$ cat config.mk
export PLATFORM = sky130hd
export DESIGN_NAME = ebb_ram
export DESIGN_NICKNAME = d
export VERILOG_FILES = /design/src/hw/rtl/ebb_ram.sv
export SDC_FILE = /design/constraint.sdc
export NUM_CORES = 1
export LEC_CHECK = 0
export BUFFER_PORTS_ARGS = -buffer_cell sky130_fd_sc_hd__buf_4
export CAP_MARGIN = 20
export CORE_MARGIN = 1
export CORE_UTILIZATION = 26
export DETAILED_ROUTE_END_ITERATION = 16
export PLACE_DENSITY = 0.51
export SLEW_MARGIN = 30
export SYNTH_ARGS = -nofsm -noshare
export SYNTH_HDL_FRONTEND = slang
export SYNTH_SLANG_ARGS = --single-unit
export TNS_END_PERCENT = 50
$ cat constraint.sdc
create_clock -name clk -period 5 [get_ports clk]
set_clock_uncertainty 0.1 [all_clocks]
set_input_delay 0.25 -clock clk [delete_from_list [all_inputs] [get_ports clk]]
set_output_delay 0.25 -clock clk [all_outputs]
set_load 0.02 [all_outputs]
$ cat src/hw/rtl/ebb_ram.sv
`default_nettype none
module ebb_ram #(
	parameter int WIDTH = 8,
	parameter int DEPTH = 16
) (
	input  wire logic                     clk,
	input  wire logic                     we,
	input  wire logic [$clog2(DEPTH)-1:0] waddr,
	input  wire logic [WIDTH-1:0]         wdata,
	input  wire logic [$clog2(DEPTH)-1:0] raddr,
	output      logic [WIDTH-1:0]         rdata
);
	logic [WIDTH-1:0] mem [DEPTH];

	// Write one entry, read one entry with registered data
	always_ff @(posedge clk) begin
		if (we)
			mem[waddr] <= wdata;
		rdata <= mem[raddr];
	end
endmodule
`default_nettype wire

Word level (Yosys, flattened, before mapping)
Memory sizes are Yosys's and may differ from the RTL's. A register that Yosys moved wholly into a read port is not among the register bits.
Cells that the tools add are included.
Widths: inputs -> output; s select.
{ "word_totals": {"register_bits": 0, "mem_bits_rw": 128, "input_bits": 18, "word_cells": 3, "n_memories": 1} }
{ "memory_table": {"columns": ["memory", "words", "word_bits", "read_ports", "rd_clocked_by_memory_dff", "wr", "line", "rtl"], "rows": [
  ["mem", 16, 8, 1, 1, 1, "13", "logic [WIDTH-1:0] mem [DEPTH];"]
]} }
{ "op_classes": {"muxes": 2} }
{ "ops": {"columns": ["cell", "count"], "rows": [
  ["$mux 1", 2]
]} }

Depth between registers and ports, before layout
{ "depth": {"ltp_word": 2, "depth_mapped": 5, "depth_no_buf": 3} }

Worst setup path before layout
Ideal clock, no wire load.
{ "synth_timing": {"path_kind": "input to register", "from": "input waddr[2]", "to": "memory mem[0][0] (enable)", "setup_ns": 0.383, "t_arrival_ns": 1.360, "path_slack_ns": 3.157, "cell_stages": 2, "path_cell_list": "or3b_2 > nor3_1"} }
{ "synth_lines": {"columns": ["element", "line", "rtl"], "rows": [
  ["from (decl)", "8", "input wire logic [$clog2(DEPTH)-1:0] waddr,"],
  ["to (decl)", "13", null]
]} }
No word-level cell before the write port.

==> results.cfg <==
[place]
dp.cells = 511
place_hpwl_um = 6850
io_buffers = 25
dpl_worst_slack_ns = 2.72
place.gp.congestion = 0.744

[synthesis]
synth-seq-cells = 136
synth_cell_types = 19
netlist.area_leader.share_pct = 74.7
yosysTopAreaCell = edfxtp_1
postSynthAreaPerCell_um2 = 22.5
syn_nets = 247
syn_area_um2 = 5150
yosysWarnings = 0
syn_inst = 229
seq_area_frac_synth_pct = 77.8
synth_area_leaders = edfxtp_1 75%, mux4_2 7.9%, mux4_1 7.1%, dfxtp_1 3.1%, a22oi_1 2.3%

[clocking]
cts-root-buf = clkbuf_16
h-tree-depth = 4
cts_setup_buffers = 0
ctsHoldBuffers = 0
clock-sinks = 136
ctsResizeCount = 0
cts.path.max_buffers = 2
insertion_delay_ns = 0.42
cts_made_buffers = 17
cts_tree = done
clk_pin_slew_worst_paths_ns = 0.06

[worst_setup_path]
startpoint_type = input pin
path_cells = buf_4 > mux4_1 > a22oi_1 > nand2_1
critPathCaptureType = flip-flop
cpMaxStageDelayCell = mux4_1
worstPathArrival_ns = 1.86
cp.required_ns = 5.19
cp_max_fo = 32
max_stage_delay_ns = 0.66
critPathKind = input pin to flip-flop

[cells_and_area]
syn_to_final_growth_pct = 20.9
final_common_cell = edfxtp_1
final_cell_mix = 128 x edfxtp_1, 27 x buf_4, 18 x mux4_2
antenna_cells = 0
nets = 283
final_layout_size_suffix_gt1_share_pct = 28.8
instances_no_fill = 543
utilization_pct = 32.0

[timing]
rsz0062_at_grt = false
max_freq_mhz = 600
layout_min_cycle_time_ns = 1.67
period_share_pct = 33.3
final-setup-viol-count = 0
slew_viol_final = 0
worst_pin_slew_ns = 0.861
setup_slack_ns = 3.33
hold_viol = 0
slew_headroom_pct = 42.4
finalSetupTns_ns = 0

[grt]
antenna_found_initial = 0
gr-total-overflow = 0
grt_pass1_wl_um = 16300
grt_max_degree = 33
track_usage_pct = 11.8
grt_pass1_vias = 2478

[worst_hold_path]
hold_class = input pin to flip-flop

[floorplan]
die_width_um = 143
die_area_um2 = 20400
io_pins = 26
fp.dieH_um = 143
core_area_um2 = 19500
start_util_pct = 26.4
rows = 51

[status]
outcome = completed

[pwr]
cellPowerDensity_nw_per_um2 = 436
power_leakage_nw = 2.03
p_total_w = 0.00271
vdd_drop_max_v = 0.000286

[flow_run]
maxCapViolCount = 0

[detailed_routing]
ant_nets = 0
wirelength_um = 11000
num_vias = 2399
drc_errors = 0
via_per_inst = 4.42
drt_iter0_drc = 222
drt_first_pass_iters = 4
wl_per_cell_um = 20.2
## through the flow
| step | hold WS [ns] | instance area, um^2 |
|---|---|---|
| global route | 0.0710 | 6220 |
| floorplan | 0.249 | 5150 |
| CTS | 0.0581 | 6220 |
| global placement | 0.488 | 5600 |
| finish | 0.0625 | 6220 |
| detailed placement | 0.494 | 5600 |
## where the power goes
group,internal [W],switching (W)
logic,0.0000538,0.0000806
registers,0.00127,0.00000939
clock network,0.000797,0.000495
total,0.00212,0.000585
## path summary, 6_finish.rpt
check	depth (start not counted)	start	to	slack [ns]
max	4	raddr[0]	rdata[5]	3.33
min	1	wdata[3]	mem[15][3]	0.06
max reg2reg	3	mem[1][1]	rdata[1]	3.46
min reg2reg	3	mem[11][5]	rdata[5]	0.59
## logic make-up after synthesis
group / after synthesis / share of synthesized area (%)
flip-flops: 136 / 77.8
AND/OR/NAND/NOR: 35 / 3.18
multiplexers: 32 / 15.0
AO/OA/AOI/OAI: 16 / 2.33
buffers and inverters: 10 / 1.68
## final cells by class
type                            count  area [um^2]
Fill cell                        1883        13200
Sequential cell                   136         4000
Multi-Input combinational cell     83         1070
Clock buffer                       17          425
Tap cell                          265          332
Timing Repair Buffer               27          203
Clock inverter                     15          190
## synth_stat cells, drive strengths merged
cell           count
edfxtp           128
mux4              32
a22oi             16
nor2              13
nand2              9
dfxtp              8
buf                7
nor3               4
clkdlybuf4s25      3
nand2b             2
nand3b             2
and2               1
and2b              1
nand3              1
nor2b              1
or3b               1
## worst max-delay path: cells and delay by family
kind	cells	cell delay (ns)
compound gates	1	0.34
buf+inv	1	0.50
mux	1	0.66
simple gates	1	0.09
## sequential cells by signal, summed over array words and instances, names as in the netlist
register and count:
mem 128, rdata 8
## metal layers
| layer | vias to the layer above | GRT usage (%) | wire length, um | part of all wire, % |
|---|---|---|---|---|
| met5 | - | 0 | 0 | 0 |
| met4 | 0 | 4.41 | 110 | 1.0 |
| met3 | 9 | 3.69 | 586 | 5.3 |
| met2 | 74 | 18.5 | 5250 | 48 |
| met1 | 1267 | 15.4 | 5030 | 46 |
| li1 | 1049 | - | - | - |
No activity file was read; power rests on OpenSTA's default activity.
