<file path="src/hw/rtl/ebb_pkg.sv">
`default_nettype none
package ebb_pkg;

	// Frame and window limits
	localparam int MAX_WIDTH  = 1024;
	localparam int MAX_HEIGHT = 1024;
	localparam int MAX_RADIUS = 12;
	localparam int CHANNELS   = 3;
	localparam int STORE_ROWS = 3 * MAX_RADIUS + 2;

	// Field widths
	localparam int PIX_W  = 8;
	localparam int CFG_W  = 11;
	localparam int RAD_W  = 4;
	localparam int CFG_IDX_W = 2;

	// Derived widths
	localparam int COL_W   = $clog2(MAX_WIDTH);
	localparam int ROW_W   = $clog2(MAX_HEIGHT);
	localparam int DIM_W   = $clog2(((MAX_WIDTH > MAX_HEIGHT) ? MAX_WIDTH : MAX_HEIGHT)
		+ MAX_RADIUS + 1);
	localparam int RADV_W  = $clog2(MAX_RADIUS + 1);
	localparam int SR_W    = $clog2(STORE_ROWS);
	localparam int LS_AW   = SR_W + COL_W;
	localparam int LS_DEPTH = STORE_ROWS * MAX_WIDTH;
	localparam int LS_DW   = CHANNELS * PIX_W;
	localparam int SPAN_W  = $clog2(2 * MAX_RADIUS + 2);
	localparam int AREA_W  = $clog2((2 * MAX_RADIUS + 1) * (2 * MAX_RADIUS + 1) + 1);
	localparam int CSUM_W  = $clog2((2 * MAX_RADIUS + 1) * 255 + 1);
	localparam int WSUM_W  = $clog2((2 * MAX_RADIUS + 1) * (2 * MAX_RADIUS + 1) * 255 + 1);
	localparam int DSH_W   = AREA_W + PIX_W - 1;
	localparam int SLOT_W  = $clog2(MAX_WIDTH * MAX_HEIGHT + MAX_RADIUS * (MAX_WIDTH + 1) + 1);
	localparam int STEP_W  = $clog2(PIX_W);

	// Register indexes
	localparam logic [CFG_IDX_W-1:0] CFG_WIDTH  = 2'd0;
	localparam logic [CFG_IDX_W-1:0] CFG_HEIGHT = 2'd1;
	localparam logic [CFG_IDX_W-1:0] CFG_RADIUS = 2'd2;

	typedef struct packed {
		logic [PIX_W-1:0] red_in;
		logic [PIX_W-1:0] green_in;
		logic [PIX_W-1:0] blue_in;
		logic             is_padding;
	} pix_in_t;

	typedef struct packed {
		logic [PIX_W-1:0] red_out;
		logic [PIX_W-1:0] green_out;
		logic [PIX_W-1:0] blue_out;
		logic             last_pixel;
	} pix_out_t;

	// Sequencer commands to the channel lanes
	typedef struct packed {
		logic win_clr;
		logic acc_clr;
		logic acc_en;
		logic col_done;
		logic sub_en;
		logic div_ld;
		logic div_step;
	} lane_ctl_t;

	function automatic logic [DIM_W-1:0] eff_dim(input logic [CFG_W-1:0] v, input int lim);
		if (v == '0)
			return DIM_W'(1);
		else if (int'(v) > lim)
			return DIM_W'(lim);
		else
			return DIM_W'(v);
	endfunction

	function automatic logic [RADV_W-1:0] eff_radius(input logic [RAD_W-1:0] v);
		if (int'(v) > MAX_RADIUS)
			return RADV_W'(MAX_RADIUS);
		else
			return RADV_W'(v);
	endfunction

endpackage
`default_nettype wire

</file>
<file path="src/hw/rtl/ebb_merge.sv">
`default_nettype none
module ebb_merge (
	input  wire logic                                      clk,
	input  wire logic                                      arst_n,
	input  wire logic                                      load,
	input  wire logic [ebb_pkg::CHANNELS-1:0][ebb_pkg::PIX_W-1:0] quot,
	input  wire logic                                      last,
	output      logic                                      free,
	output      logic                                      dst_valid,
	input  wire logic                                      dst_ready,
	output      ebb_pkg::pix_out_t                         dst_item
);
	import ebb_pkg::*;

	logic     valid_q;
	pix_out_t item_q;

	assign free = !valid_q || dst_ready;

	// Hold the result until the receiver takes it
	always_ff @(posedge clk or negedge arst_n) begin
		if (!arst_n)
			valid_q <= 1'b0;
		else if (load)
			valid_q <= 1'b1;
		else if (dst_ready)
			valid_q <= 1'b0;
	end

	// Gather the lane quotients into one item
	always_ff @(posedge clk) begin
		if (load) begin
			item_q.red_out    <= quot[2];
			item_q.green_out  <= quot[1];
			item_q.blue_out   <= quot[0];
			item_q.last_pixel <= last;
		end
	end

	assign dst_valid = valid_q;
	assign dst_item  = item_q;
endmodule
`default_nettype wire

</file>
<file path="config.mk">
export PLATFORM = sky130hd
export DESIGN_NAME = ebb_merge
export DESIGN_NICKNAME = d
export VERILOG_FILES = /design/src/hw/rtl/ebb_pkg.sv /design/src/hw/rtl/ebb_merge.sv
export SDC_FILE = /design/constraint.sdc
export NUM_CORES = 1
export LEC_CHECK = 0
export BUFFER_PORTS_ARGS = -buffer_cell sky130_fd_sc_hd__buf_4
export CORE_MARGIN = 2
export CORE_UTILIZATION = 41
export DETAILED_ROUTE_END_ITERATION = 8
export PLACE_DENSITY = 0.8
export SYNTH_ARGS = -nofsm -noshare
export SYNTH_HDL_FRONTEND = slang
export SYNTH_SLANG_ARGS = --single-unit
export TNS_END_PERCENT = 1
</file>
<file path="constraint.sdc">
create_clock -name clk -period 1.05 [get_ports clk]
set_input_delay 0.1575 -clock clk [delete_from_list [all_inputs] [get_ports clk]]
set_output_delay 0.1575 -clock clk [all_outputs]
set_load 0.01 [all_outputs]
</file>
* Word level (Yosys, flattened, before mapping)
Cells that the tools add are included.
** Cells by class
- Muxes and demuxes :: 2
- Reduce and logical (&&, ||, !) cells :: 3
** Operator list (number)
- 1-bit 2-to-1 mux :: 2
- 2-bit nonzero test :: 1
- 1-bit zero test :: 1
- 1-bit logical OR :: 1
** Word-level totals
- Register bits :: 26
- Input port bits :: 29
- Output and inout bits :: 27
- Word-level logic and storage cells :: 10

* Longest topological paths before layout
- Depth after elaboration :: 2
- Mapped depth :: 2
- Gate-level depth less buffers :: 2

* Worst setup path after synthesis
Ideal clock, no wire load.
- Path type :: register -> register
- Start :: reg, netlist name dst_valid
- End :: reg valid_q, in the netlist dst_valid
- Library setup time :: 0.121 ns
- Arrival :: 0.568 ns
- Data required time :: 0.929 ns
- Path slack :: 0.361 ns
- Stages on the path, launching flop included :: 3
- Buffers on the path :: 0
- Period minus slack after synthesis :: 0.689 ns
- Path through :: dfrtp_1 > nand2b_4 > nand2b_2
** RTL lines
- end signal: assignment :: line ebb_merge.sv:23 : valid_q <= 1'b0;
- end signal: assignment :: line ebb_merge.sv:25 : valid_q <= 1'b1;
- end signal: assignment :: line ebb_merge.sv:27 : valid_q <= 1'b0;
- end: declaration :: line ebb_merge.sv:15 : logic valid_q;

* Worst setup path in the final report
- Start :: reg valid_q, in the netlist dst_valid
- End :: out free
** Between the ends
- Word-level cells in the longest chain between the ends :: 2
** RTL lines
- 1-bit zero test :: line ebb_merge.sv:18 : assign free = !valid_q || dst_ready;
- 1-bit logical OR :: line ebb_merge.sv:18
- end: declaration :: line ebb_merge.sv:8 : output logic free,
Every way passes these cells.

==> impl_metrics.toml <==
[global_routing]
grt-ovfl-total = 0
globalRouteTotalUtil_pct = 13.4
grt_max_degree = 27
first_pass_grt_wire_length_um = 2010
number_of_antenna_violations_at_the_first_check_in_global_routing = 0
first_global_vias = 491

[synth]
synth_warnings = 0
synthesized_nets = 57
netlist_area_um2 = 798
synth_area_per_cell_um2 = 28.5
synth.distinct_cells = 4
yosys_register_bits = 26
synthesis.instances = 28
synth-seq-area-share_pct = 97.2

[clocking]
cts.reportedPaths.clkPinSlew_ns = 0.12
clock_tree_from_tritoncts = "done"
ctsLongestPathBuffers = 2
ctsRootBufferMaster = "clkbuf_4"
cts_buffers = 3
clock_tree.htree_level_count = 1
skew_pair_late_insertion_delay_ns = 0.30
numClockSinks = 26

[route]
post_drt_wl_per_cell_um = 13.0
initialDrtViolationCount = 6
dr_total_vias = 511
wl_um = 1590
drt-pass1-iter-count = 2
ant_nets = 0
avgViaCountPerCell = 4.19
remaining_drc_errors = 0

[die]
dieArea_um2 = 2320
initial_core_util_pct = 44.8
pin_count = 56
num_rows = 15
die_w_um = 48.1
die_h_um = 48.1
core-area_um2 = 1780

[timing]
final_cycle_utilization_of_the_critical_path_pct = 101
tightest_slew_margin_relative_to_the_limit_pct = 79.9
clock_skew_ns = 0
grt_setup_unrepaired = "true"
final-setup-viol-count = 1
final_hold_viol_count = 0
maxSlewViolCount = 0
fmaxAchievable_mhz = 942
period_needed_ns = 1.06
final_critical_path_setup_slack_ns = -0.0116
finalSetupTns_ns = -0.0116
transition_time_at_the_pin_with_the_least_slew_margin_ns = 0.301

[critical_path]
startpoint_class = "flop"
crit_path_top_delay_cell = "dfrtp_1"
arrival_ns = 0.90
cp.required_ns = 0.89
critical-path-top-delay-family = "flip-flops"
worst_setup_path_end_kind = "output port"
cp_max_fo = 2
critical-path-max-stage-delay_ns = 0.43
worst-path-buf-inv = 1
timing.critical_path.cells = "nand2b_4, buf_6"
setup.worst_path.class = "flop to output port"

[layout]
nets = 127
synthToLayoutAreaGrowth_pct = 75.5
layout.core_utilization_pct = 78.6
antenna_cells_inserted = 0
layout_filler_cell_count = 109
post_route_cells_drive_above_1_share_pct = 63.9

[placed_design]
place.port_buffers = 55
routabilityCongestion = 0.631
dpl_worst_slack_ns = 0.271

[pwr]
p_per_area_nw_per_um2 = 1400
max-vdd-ir-drop_v = 0.00107
p_leak_nw = 0.601

[run]
max_capacitance_violation_total = 0

[run_status]
outcome = "complete, but fails checks"
failed_checks = "setup timing"

[worst_hold_path]
hold_path_class = "input port to flop"
## synth_stat cells
library cell	number	area share, %
nand2b_2	1	1.1
nand2b_4	1	1.7
edfxtp_1	25	94
dfrtp_1	1	3.1
## repair_timing
action	4_1_cts	5_1_grt
gates resized for setup	1	9
setup buffers	1	1
setup endpoints to repair	2	14
gates cloned	0	0
hold buffers	1	7
endpoints found under the hold margin	1	7
## layer usage
| metal | global-route usage (%) | vias to the layer above | wire, µm |
|---|---|---|---|
| met5 | 0 | - | 0 |
| met4 | 9.73 | 0 | 17 |
| met3 | 3.70 | 2 | 159 |
| met2 | 22.1 | 38 | 860 |
| met1 | 15.0 | 224 | 553 |
| li1 | - | 247 | - |
## report_power, final
part	internal (mW)	switching, mW	leakage, nW	total [mW]
registers	1.23	0.0304	0.255	1.26
clock network	0.139	0.249	0.0154	0.387
logic	0.207	0.110	0.331	0.316
## final timing paths
| check | start | endpoint | slack (ns) | cells after the start |
|---|---|---|---|---|
| max reg2reg | dst_valid | dst_valid | 0.21 | 4 |
| min in group asynchronous | arst_n | dst_valid | 0.19 | 2 |
| min | quot[4] | dst_item[5] | 0.02 | 1 |
| max | dst_valid | free | -0.01 | 2 |
| min reg2reg | dst_valid | dst_valid | 0.76 | 4 |
| max in group asynchronous | arst_n | dst_valid | 0.78 | 2 |
## stage by stage
stage	hold WS [ns]	total power, mW	area [µm²]	cells
after floorplan	-0.138	1.33	798	28
after global placement	-0.0665	1.54	1240	108
after detailed placement	-0.0659	1.55	1240	108
after CTS	0.00470	1.95	1290	114
after global routing	-0.000490	2.06	1400	122
final	0.0230	1.96	1400	122
## sequential cells by signal, indices dropped and copies added (netlist names)
| register | cells |
|---|---|
| dst_item | 25 |
| dst_valid | 1 |
## cells in the final DEF (no fill, tap or decap)
cell type      instances
nand2b_4               1
buf_6                 10
clkinv_1               1
buf_4                 47
dfrtp_1                1
dlygate4sd3_1          8
nand2b_2               1
edfxtp_1              25
clkbuf_4               3
## kinds of logic after synthesis
group         Yosys count  share of synthesized area (%)
flops                  26                           97.2
simple gates            2                           2.82
## area by class of cell
type	instances	area, µm²	area share, %
Sequential cell	26	776	55.4
Timing Repair Buffer	65	546	38.9
Tap cell	25	31.3	2.23
Multi-Input combinational cell	2	22.5	1.61
Clock buffer	3	22.5	1.61
Clock inverter	1	3.75	0.268
No activity file was read; power rests on OpenSTA's default activity.
