--- config.mk ---
export PLATFORM = sky130hd
export DESIGN_NAME = ebb_ctrl
export DESIGN_NICKNAME = d
export VERILOG_FILES = /design/src/hw/rtl/ebb_pkg.sv /design/src/hw/rtl/ebb_ctrl.sv
export SDC_FILE = /design/constraint.sdc
export NUM_CORES = 1
export LEC_CHECK = 0
export ABC_CLOCK_PERIOD_IN_PS = 13470
export BUFFER_PORTS_ARGS = -buffer_cell sky130_fd_sc_hd__buf_2
export CAP_MARGIN = 40
export CORE_AREA = 2 2 184 186
export CTS_CLUSTER_DIAMETER = 150
export DETAILED_ROUTE_END_ITERATION = 12
export DIE_AREA = 0 0 186 188
export GPL_ROUTABILITY_DRIVEN = 0
export PLACE_DENSITY_LB_ADDON = 0.1
export SYNTH_ARGS = -nofsm -noshare
export SYNTH_HDL_FRONTEND = slang
export SYNTH_SLANG_ARGS = --single-unit
--- constraint.sdc ---
create_clock -name clk -period 13.47 [get_ports clk]
set_input_delay 1.347 -clock clk [delete_from_list [all_inputs] [get_ports clk]]
set_output_delay 1.347 -clock clk [all_outputs]
set_load 0.05 [all_outputs]
--- src/hw/rtl/ebb_pkg.sv ---
`default_nettype none
package ebb_pkg;

	// Frame and window limits
	localparam int MAX_WIDTH  = 1024;
	localparam int MAX_HEIGHT = 1024;
	localparam int MAX_RADIUS = 12;
	localparam int CHANNELS   = 3;
	localparam int STORE_ROWS = 3 * MAX_RADIUS + 2;

	// Field widths
	localparam int PIX_W  = 8;
	localparam int CFG_W  = 11;
	localparam int RAD_W  = 4;
	localparam int CFG_IDX_W = 2;

	// Derived widths
	localparam int COL_W   = $clog2(MAX_WIDTH);
	localparam int ROW_W   = $clog2(MAX_HEIGHT);
	localparam int DIM_W   = $clog2(((MAX_WIDTH > MAX_HEIGHT) ? MAX_WIDTH : MAX_HEIGHT)
		+ MAX_RADIUS + 1);
	localparam int RADV_W  = $clog2(MAX_RADIUS + 1);
	localparam int SR_W    = $clog2(STORE_ROWS);
	localparam int LS_AW   = SR_W + COL_W;
	localparam int LS_DEPTH = STORE_ROWS * MAX_WIDTH;
	localparam int LS_DW   = CHANNELS * PIX_W;
	localparam int SPAN_W  = $clog2(2 * MAX_RADIUS + 2);
	localparam int AREA_W  = $clog2((2 * MAX_RADIUS + 1) * (2 * MAX_RADIUS + 1) + 1);
	localparam int CSUM_W  = $clog2((2 * MAX_RADIUS + 1) * 255 + 1);
	localparam int WSUM_W  = $clog2((2 * MAX_RADIUS + 1) * (2 * MAX_RADIUS + 1) * 255 + 1);
	localparam int DSH_W   = AREA_W + PIX_W - 1;
	localparam int SLOT_W  = $clog2(MAX_WIDTH * MAX_HEIGHT + MAX_RADIUS * (MAX_WIDTH + 1) + 1);
	localparam int STEP_W  = $clog2(PIX_W);

	// Register indexes
	localparam logic [CFG_IDX_W-1:0] CFG_WIDTH  = 2'd0;
	localparam logic [CFG_IDX_W-1:0] CFG_HEIGHT = 2'd1;
	localparam logic [CFG_IDX_W-1:0] CFG_RADIUS = 2'd2;

	typedef struct packed {
		logic [PIX_W-1:0] red_in;
		logic [PIX_W-1:0] green_in;
		logic [PIX_W-1:0] blue_in;
		logic             is_padding;
	} pix_in_t;

	typedef struct packed {
		logic [PIX_W-1:0] red_out;
		logic [PIX_W-1:0] green_out;
		logic [PIX_W-1:0] blue_out;
		logic             last_pixel;
	} pix_out_t;

	// Sequencer commands to the channel lanes
	typedef struct packed {
		logic win_clr;
		logic acc_clr;
		logic acc_en;
		logic col_done;
		logic sub_en;
		logic div_ld;
		logic div_step;
	} lane_ctl_t;

	function automatic logic [DIM_W-1:0] eff_dim(input logic [CFG_W-1:0] v, input int lim);
		if (v == '0)
			return DIM_W'(1);
		else if (int'(v) > lim)
			return DIM_W'(lim);
		else
			return DIM_W'(v);
	endfunction

	function automatic logic [RADV_W-1:0] eff_radius(input logic [RAD_W-1:0] v);
		if (int'(v) > MAX_RADIUS)
			return RADV_W'(MAX_RADIUS);
		else
			return RADV_W'(v);
	endfunction

endpackage
`default_nettype wire

--- src/hw/rtl/ebb_ctrl.sv ---
`default_nettype none
module ebb_ctrl (
	input  wire logic                           clk,
	input  wire logic                           arst_n,
	input  wire logic                           src_valid,
	output      logic                           src_ready,
	input  wire ebb_pkg::pix_in_t               src_item,
	input  wire logic                           cfg_valid,
	output      logic                           cfg_ready,
	input  wire logic [ebb_pkg::CFG_IDX_W-1:0]  cfg_index,
	input  wire logic [ebb_pkg::CFG_W-1:0]      cfg_data,
	output      logic                           ls_we,
	output      logic [ebb_pkg::LS_AW-1:0]      ls_waddr,
	output      logic [ebb_pkg::LS_DW-1:0]      ls_wdata,
	output      logic [ebb_pkg::LS_AW-1:0]      ls_raddr,
	output      ebb_pkg::lane_ctl_t             ctl,
	output      logic [ebb_pkg::COL_W-1:0]      col_waddr,
	output      logic [ebb_pkg::COL_W-1:0]      col_raddr,
	output      logic [ebb_pkg::AREA_W-1:0]     area,
	input  wire logic                           res_free,
	output      logic                           res_load,
	output      logic                           res_last
);
	import ebb_pkg::*;

	localparam logic [3:0] S_IDLE  = 4'd0;
	localparam logic [3:0] S_SUBRD = 4'd1;
	localparam logic [3:0] S_SUB   = 4'd2;
	localparam logic [3:0] S_CBEG  = 4'd3;
	localparam logic [3:0] S_COL   = 4'd4;
	localparam logic [3:0] S_CEND  = 4'd5;
	localparam logic [3:0] S_DIVLD = 4'd6;
	localparam logic [3:0] S_DIV   = 4'd7;
	localparam logic [3:0] S_OUT   = 4'd8;

	logic [3:0]        state_q;
	logic [CFG_W-1:0]  width_q, height_q;
	logic [RAD_W-1:0]  radius_q;
	logic [SLOT_W-1:0] slot_q;
	logic [COL_W-1:0]  in_col_q, ocol_q;
	logic [SR_W-1:0]   in_rmod_q, omod_q;
	logic [ROW_W-1:0]  orow_q;
	logic [COL_W-1:0]  col_cur_q, col_end_q, sub_addr_q;
	logic              add_q, sub_q, last_q, rd_vld_q;
	logic [AREA_W-1:0] area_q;
	logic [SR_W-1:0]   lo_mod_q, row_q;
	logic [SPAN_W-1:0] nrows_q, left_q;
	logic [STEP_W-1:0] step_q;

	logic [DIM_W-1:0]  w, h, r_e, orow_e, ocol_e;
	logic [RADV_W-1:0] r;
	logic [SLOT_W-1:0] npix, lag;
	logic              accept, produce, in_frame, last, restart;
	logic [DIM_W-1:0]  vlo, vhi, hlo, hhi, add_col;
	logic [SPAN_W-1:0] nrows, ncols;
	logic [SR_W-1:0]   back, lo_mod;
	logic [COL_W-1:0]  top;
	logic              add_ok, sub_ok, cfg_hit;

	// Effective register values
	assign w      = eff_dim(width_q, MAX_WIDTH);
	assign h      = eff_dim(height_q, MAX_HEIGHT);
	assign r      = eff_radius(radius_q);
	assign r_e    = DIM_W'(r);
	assign orow_e = DIM_W'(orow_q);
	assign ocol_e = DIM_W'(ocol_q);

	assign npix = SLOT_W'(w) * SLOT_W'(h);
	assign lag  = SLOT_W'(r) * SLOT_W'(w) + SLOT_W'(r);

	assign src_ready = (state_q == S_IDLE);
	assign cfg_ready = 1'b1;
	assign accept    = src_valid && src_ready;
	assign in_frame  = (slot_q < npix);
	assign produce   = (slot_q >= lag);
	assign last      = (orow_e == h - 1'b1) && (ocol_e == w - 1'b1);
	assign cfg_hit   = cfg_valid && (cfg_index == CFG_WIDTH || cfg_index == CFG_HEIGHT
		|| cfg_index == CFG_RADIUS);
	assign restart   = cfg_hit || (accept && produce && last);

	// Clipped vertical span and its first store row
	always_comb begin
		vlo = (orow_e >= r_e) ? orow_e - r_e : '0;
		vhi = (orow_e + r_e > h - 1'b1) ? h - 1'b1 : orow_e + r_e;
		nrows = SPAN_W'(vhi - vlo + 1'b1);
		back = SR_W'(orow_e - vlo);
		if (omod_q >= back)
			lo_mod = omod_q - back;
		else
			lo_mod = SR_W'({1'b0, omod_q} + (SR_W+1)'(STORE_ROWS) - {1'b0, back});
		hlo = (ocol_e >= r_e) ? ocol_e - r_e : '0;
		hhi = (ocol_e + r_e > w - 1'b1) ? w - 1'b1 : ocol_e + r_e;
		ncols = SPAN_W'(hhi - hlo + 1'b1);
		top = (r_e < w) ? COL_W'(r) : COL_W'(w - 1'b1);
		add_col = ocol_e + r_e;
		add_ok = (add_col < w);
		sub_ok = (ocol_e >= r_e + 1'b1);
	end

	// Line store write of the incoming pixel
	assign ls_we    = accept && in_frame;
	assign ls_waddr = {in_rmod_q, in_col_q};
	assign ls_wdata = src_item.is_padding ? '0
		: {src_item.red_in, src_item.green_in, src_item.blue_in};
	assign ls_raddr = {row_q, col_cur_q};

	assign col_waddr = col_cur_q;
	assign col_raddr = sub_addr_q;
	assign area      = area_q;
	assign res_load  = (state_q == S_OUT) && res_free;
	assign res_last  = last_q;

	// Lane commands
	always_comb begin
		ctl          = '0;
		ctl.win_clr  = accept && produce && (ocol_q == '0);
		ctl.sub_en   = (state_q == S_SUB);
		ctl.acc_clr  = (state_q == S_CBEG);
		ctl.acc_en   = (state_q == S_COL) && rd_vld_q;
		ctl.col_done = (state_q == S_CEND);
		ctl.div_ld   = (state_q == S_DIVLD);
		ctl.div_step = (state_q == S_DIV);
	end

	// Registers and raster position
	always_ff @(posedge clk or negedge arst_n) begin
		if (!arst_n) begin
			width_q   <= CFG_W'(1024);
			height_q  <= CFG_W'(1024);
			radius_q  <= RAD_W'(12);
			slot_q    <= '0;
			in_col_q  <= '0;
			in_rmod_q <= '0;
			ocol_q    <= '0;
			orow_q    <= '0;
			omod_q    <= '0;
		end else begin
			if (cfg_valid) begin
				case (cfg_index)
					CFG_WIDTH:  width_q  <= cfg_data;
					CFG_HEIGHT: height_q <= cfg_data;
					CFG_RADIUS: radius_q <= cfg_data[RAD_W-1:0];
					default: ;
				endcase
			end
			if (restart) begin
				slot_q    <= '0;
				in_col_q  <= '0;
				in_rmod_q <= '0;
				ocol_q    <= '0;
				orow_q    <= '0;
				omod_q    <= '0;
			end else if (accept) begin
				slot_q <= slot_q + 1'b1;
				if (DIM_W'(in_col_q) + 1'b1 >= w) begin
					in_col_q  <= '0;
					in_rmod_q <= (in_rmod_q == SR_W'(STORE_ROWS - 1)) ? '0 : in_rmod_q + 1'b1;
				end else begin
					in_col_q <= in_col_q + 1'b1;
				end
				if (produce) begin
					if (ocol_e + 1'b1 >= w) begin
						ocol_q <= '0;
						orow_q <= orow_q + 1'b1;
						omod_q <= (omod_q == SR_W'(STORE_ROWS - 1)) ? '0 : omod_q + 1'b1;
					end else begin
						ocol_q <= ocol_q + 1'b1;
					end
				end
			end
		end
	end

	// Sequence one output pixel through the lanes
	always_ff @(posedge clk or negedge arst_n) begin
		if (!arst_n) begin
			state_q  <= S_IDLE;
			rd_vld_q <= 1'b0;
		end else begin
			rd_vld_q <= (state_q == S_COL);
			case (state_q)
				S_IDLE: begin
					if (accept && produce) begin
						if (ocol_q == '0)
							state_q <= S_CBEG;
						else if (sub_ok)
							state_q <= S_SUBRD;
						else if (add_ok)
							state_q <= S_CBEG;
						else
							state_q <= S_DIVLD;
					end
				end
				S_SUBRD: state_q <= S_SUB;
				S_SUB:   state_q <= add_q ? S_CBEG : S_DIVLD;
				S_CBEG:  state_q <= S_COL;
				S_COL: begin
					if (left_q == SPAN_W'(1))
						state_q <= S_CEND;
				end
				S_CEND: begin
					if (col_cur_q == col_end_q)
						state_q <= S_DIVLD;
					else
						state_q <= S_CBEG;
				end
				S_DIVLD: state_q <= S_DIV;
				S_DIV: begin
					if (step_q == STEP_W'(PIX_W - 1))
						state_q <= S_OUT;
				end
				S_OUT: begin
					if (res_free)
						state_q <= S_IDLE;
				end
				default: state_q <= S_IDLE;
			endcase
		end
	end

	// Work registers of the pixel in progress
	always_ff @(posedge clk) begin
		if (accept && produce) begin
			area_q   <= AREA_W'(AREA_W'(nrows) * AREA_W'(ncols));
			last_q   <= last;
			lo_mod_q <= lo_mod;
			nrows_q  <= nrows;
			if (ocol_q == '0) begin
				col_cur_q <= '0;
				col_end_q <= top;
				add_q     <= 1'b1;
				sub_q     <= 1'b0;
			end else begin
				col_cur_q <= COL_W'(add_col);
				col_end_q <= COL_W'(add_col);
				add_q     <= add_ok;
				sub_q     <= sub_ok;
			end
			sub_addr_q <= COL_W'(ocol_e - r_e - 1'b1);
		end
		case (state_q)
			S_CBEG: begin
				row_q  <= lo_mod_q;
				left_q <= nrows_q;
			end
			S_COL: begin
				row_q  <= (row_q == SR_W'(STORE_ROWS - 1)) ? '0 : row_q + 1'b1;
				left_q <= left_q - 1'b1;
			end
			S_CEND: begin
				if (col_cur_q != col_end_q)
					col_cur_q <= col_cur_q + 1'b1;
			end
			S_DIVLD: step_q <= '0;
			S_DIV:   step_q <= step_q + 1'b1;
			S_SUBRD: if (!sub_q) step_q <= '0;
			default: ;
		endcase
	end
endmodule
`default_nettype wire

* Word-level counts from Yosys, hierarchy flattened *
Cells that the tools add are included.

storage, ports and cells
  register bits = 162
  input port bits = 43
  output and inout bits = 98
  word-level logic and storage cells = 179

operators by class
  add/subtract/negate cells = 29
  multipliers = 3
  magnitude comparators = 15
  equality and inequality tests = 24
  multiplexer cells = 54
  reduce and logical (&&, ||, !) cells = 31

operator list
  kind                   number
  $mux 10                17
  $mux 6                 12
  $mux 11                4
  $mux 21                2
  $add 10x1->10 const B  4
  $pmux 4 s9             1
  $mux 24                1
  $add 10x1->11 const B  2
  $add 10x4->11          2
  $eq 10x11->1           2
  $ge 11x11->1           2
  $gt 11x11->1           2
  $gt 11x11->1 const B   2
  $logic_not 11->1       2
  $sub 11x1->11 const B  2
  $add 21x1->21 const B  1
  $ge 21x16->1           1
  $lt 21x21->1           1
  $mul 11x11->21         1
  $ge 10x4->1            2
  $mux 4                 5
  $add 6x1->6 const B    3
  $eq 6x6->1 const B     3
  $mux 3                 6
  other kinds (44)       76

* Longest topological paths before layout *
  depth after elaboration = 11
  depth in mapped cells = 39
  mapped depth without buffers = 38

* Worst setup path after synthesis *
Ideal clock, no wire load.

  path type = register -> output
  from = reg width_q[10]
  to = out ls_we
  arrival = 7.712 ns
  required time = 12.123 ns
  path slack = 4.411 ns
  cell stages (with the launch flop) = 28
  path buffers = 4
  path through = dfstp_2 clkbuf_1 clkbuf_1 buf_1 nor2_1 clkbuf_1 nand2_1 fa_1 fa_1 fa_1 fa_1 inv_1 fa_1 ha_1 o21a_1 o21ai_0 o31ai_1 nand3_1 and3_1 or3_1 xnor2_1 ha_1 a21o_1 a21oi_1 nor2b_1 a2111oi_0 o21ai_0 a31oi_1

between the ends
  cells in the longest elaborated chain, start to end = 6
  elaborated cells on any way between the ends = 7
  classes of those cells = mul (1); order compare (2); mux (2); reduce/logical (2)

ends and longest elaborated chain
  item                      line             text
  start: declaration        ebb_ctrl.sv:37   logic [CFG_W-1:0] width_q, height_q;
  start signal: assignment  ebb_ctrl.sv:140  CFG_WIDTH: width_q <= cfg_data;
  $gt 11x11->1              ebb_pkg.sv:68    else if (int'(v) > lim)
  $mux 11                   ebb_pkg.sv:68
  $mux 11 *                 ebb_pkg.sv:66    if (v == '0)
  $mul 11x11->21 *          ebb_ctrl.sv:68   assign npix = SLOT_W'(w) * SLOT_W'(h);
  $lt 21x21->1 *            ebb_ctrl.sv:74   assign in_frame = (slot_q < npix);
  $logic_and 1x1->1 *       ebb_ctrl.sv:101  assign ls_we = accept && in_frame;
  end: declaration          ebb_ctrl.sv:12   output logic ls_we,

Every way passes the cells marked *; elsewhere a longest branch is shown, timed or not.

* Worst setup path in the final report *
Same ends and word-level chain as after synthesis.

==> impl_metrics.yaml <==
drt:
  wl_met1_um: 21700
  wl_met3_um: 2990
  wl_um: 52300
  dr.pass1.iters: 6
  routedWlPerCell_um: 18.7
  dr_total_vias: 16700
  remaining_drc_errors: 0
  drtAntennaViolNets: 0
  wl_met2_um: 25000
  top_layer: "met4"
  vias_per_cell: 5.98
  drt_iter0_drc: 1251
worst_setup_path:
  timing.rr.end: "area[9]$_DFFE_PN_"
  crit_required_ns: 12.12
  reg2reg_depth: 32
  endpoint_kind: "output pin"
  critPathBufInv: 4
  worst_ep_arrival_time_ns: 8.37
  timing.rr.start: "width_q[7]$_DFFE_PN0P_"
  ff2ff_setup_slack_ns: 4.16
  cp-start-kind: "register"
  cp_top_family: "adder cells"
  cpMostUsedCell: "fa_1"
  slowest_delay_ns: 0.84
  crit_type: "register to output pin"
  cp_max_fo: 30
  cpMaxStageDelayCell: "nor2b_1"
timing:
  period_needed_ns: 9.71
  slew_violations: 0
  hold_viol: 0
  grt_setup_unrepaired: "no"
  setup-violations-final: 0
  fmax_mhz: 103
  holdWs_ns: 0.529
  finalCritPeriodShare_pct: 72.1
  relSlewSlack_pct: 34.7
  finalSetupTns_ns: 0
  worstMarginPinSlew_ns: 0.978
  fin_skew_ns: 0.0132
power:
  p_per_area_nw_per_um2: 211
  cellLeakagePower_nw: 10.3
  peakVddDrop_v: 0.000267
logic_synthesis:
  synthArstFlopShare_pct: 58.0
  ys_seq_area_share_pct: 21.9
  synth_simple_gate_area_share_pct: 20.0
  ys.flop_type: "dfrtp_1"
  synth_adder_area_share_pct: 29.7
  yosysWarnings: 0
  synth_top_family_by_area: "adder cells"
  synth.top_cells.by_count: "ha_1 (273), inv_1 (238), nand2_1 (218)"
  synth_xor_area_share_pct: 7.30
  yosys-top-cells-area: "ha_1 (17%), fa_1 (12%), dfrtp_1 (11%)"
  netlist_area_um2: 19600
  synth_edf_count: 58
  ys_types: 92
  synth.area.mux_share_pct: 1.91
  synth_compound_area_share_pct: 12.4
  syn_area_per_cell_um2: 8.77
  yosysMostFrequentCell: "ha_1"
  synth_nets: 2673
  yosysTopAreaCellShare_pct: 17.4
  synth_top_area_cell: "ha_1"
  synth-seq-cells: 162
  synthCells: 2237
die:
  die_y_um: 188
  die-area_um2: 35000
  die_w_um: 186
  io_pins: 141
  fp-row-count: 67
  start_util_pct: 59.2
  core_um2: 33100
final_layout:
  fillers: 2830
  multi_input_area_um2: 14000
  drive_gt1_share_pct: 11.2
  seqCellArea_um2: 4300
  area_delta_synth_final_pct: 8.43
  diodes: 0
  final_nets: 2765
clock_tree:
  h-tree-depth: 4
  clockBufferDepth: 2
  cts_setup_buffers: 0
  clkTransAtPathRegs_ns: 0.07
  cts_tree: "yes"
  cts_buffers: 17
  cts_hold_buf: 0
  clock_latency_ns: 0.46
  numClockSinks: 162
  post_cts_resized: 0
  clockRootBuffer: "clkbuf_16"
min_path:
  whs_endpoint: "left_q[0]$_DFFE_PP_"
  min_delay_path_depth: 2
  worstHoldStart: "nrows_q[0]$_DFFE_PN_"
  hold_class: "register to register"
global_route:
  first_global_vias: 16100
  antenna_found_initial: 0
  grt-ovfl-total: 0
  grt_use_total_pct: 30.5
  grt_max_degree: 53
  grt_first_pass_wirelength_um: 83600
outcome:
  status: "completed"
place:
  dp_hpwl_um: 40700
  numPortBuffers: 139
run:
  cap_violations: 0
==> metal layers <==
layer,global-route usage (%),up-vias
met5,0,-
met4,15.1,0
met3,3.69,144
met2,50.9,614
met1,39.0,8056
li1,-,7863
==> power breakdown <==
group / total (mW) / switching (mW) / leakage, nW / internal (mW)
combinational: 3.18 / 1.88 / 8.17 / 1.30
clock: 0.506 / 0.216 / 0.283 / 0.290
sequential: 0.807 / 0.123 / 1.83 / 0.684
==> registers in the layout, summed over array words and instances (netlist names), 4 cells and up <==
name       count
radius_q       4
height_q      11
ocol_q        10
state_q        4
area          10
row_q          6
omod_q         6
col_end_q     10
in_rmod_q      6
slot_q        21
lo_mod_q       6
left_q         5
col_raddr     10
orow_q        10
width_q       11
col_waddr     10
nrows_q        5
in_col_q      10
==> cell type report <==
cell class,count,area share [%]
Clock buffer,18,2.02
Clock inverter,14,0.753
Inverter,243,4.29
Multi-Input combinational cell,1738,65.8
Sequential cell,162,20.2
Tap cell,448,2.64
Timing Repair Buffer,167,4.31
==> tightest hold or removal path, stage by stage (launching register included) <==
cell	delay (ns)
edfxtp_1	0.32
nand2_1	0.04
o21ai_0	0.06
==> metrics by stage <==
step | utilization, % | std cells | area (um^2) | total power [mW] | setup WS [ns]
after CTS | 64.2 | 2790 | 21300 | 4.52 | 3.82
after detailed placement | 62.5 | 2758 | 20700 | 3.97 | 4.29
after global routing | 64.2 | 2790 | 21300 | 4.96 | 3.35
after global placement | 62.3 | 2751 | 20600 | 3.87 | 4.32
final | 64.2 | 2790 | 21300 | 4.49 | 3.76
after floorplan | - | 2237 | 19600 | 3.27 | 4.41
==> how the worst max path moves through the flow <==
stage                        endpoint  cells past startpoint                    start
floorplan                       ls_we                     27  width_q[10]$_DFFE_PN1P_
global placement                ls_we                     26   width_q[2]$_DFFE_PN0P_
detailed placement  area[9]$_DFFE_PN_                     33   width_q[2]$_DFFE_PN0P_
CTS                             ls_we                     26  width_q[10]$_DFFE_PN1P_
global route                    ls_we                     26  width_q[10]$_DFFE_PN1P_
finish                          ls_we                     26  width_q[10]$_DFFE_PN1P_
==> placed cells by master (no fill, tap or decap), types with 68 or more instances in the layout <==
master | netlist | final
nor2b_1 | 68 | 68
xnor2_1 | 89 | 89
buf_2 | 6 | 143
inv_1 | 238 | 237
a21oi_1 | 91 | 91
nor2_1 | 183 | 183
ha_1 | 273 | 273
fa_1 | 120 | 120
o21ai_0 | 73 | 73
xor2_1 | 70 | 70
dfrtp_1 | 90 | 90
nand2_1 | 218 | 218
==> cells by family after synthesis <==
| kind of cell | after synthesis |
|---|---|
| AND/OR/NAND/NOR | 788 |
| adder cells (fa/ha/maj) | 393 |
| AO/OA/AOI/OAI | 361 |
| buffers and inverters | 337 |
| flip-flops | 162 |
| XOR/XNOR | 161 |
| multiplexers | 34 |
| other | 1 |
No activity file was read; power rests on OpenSTA's default activity.
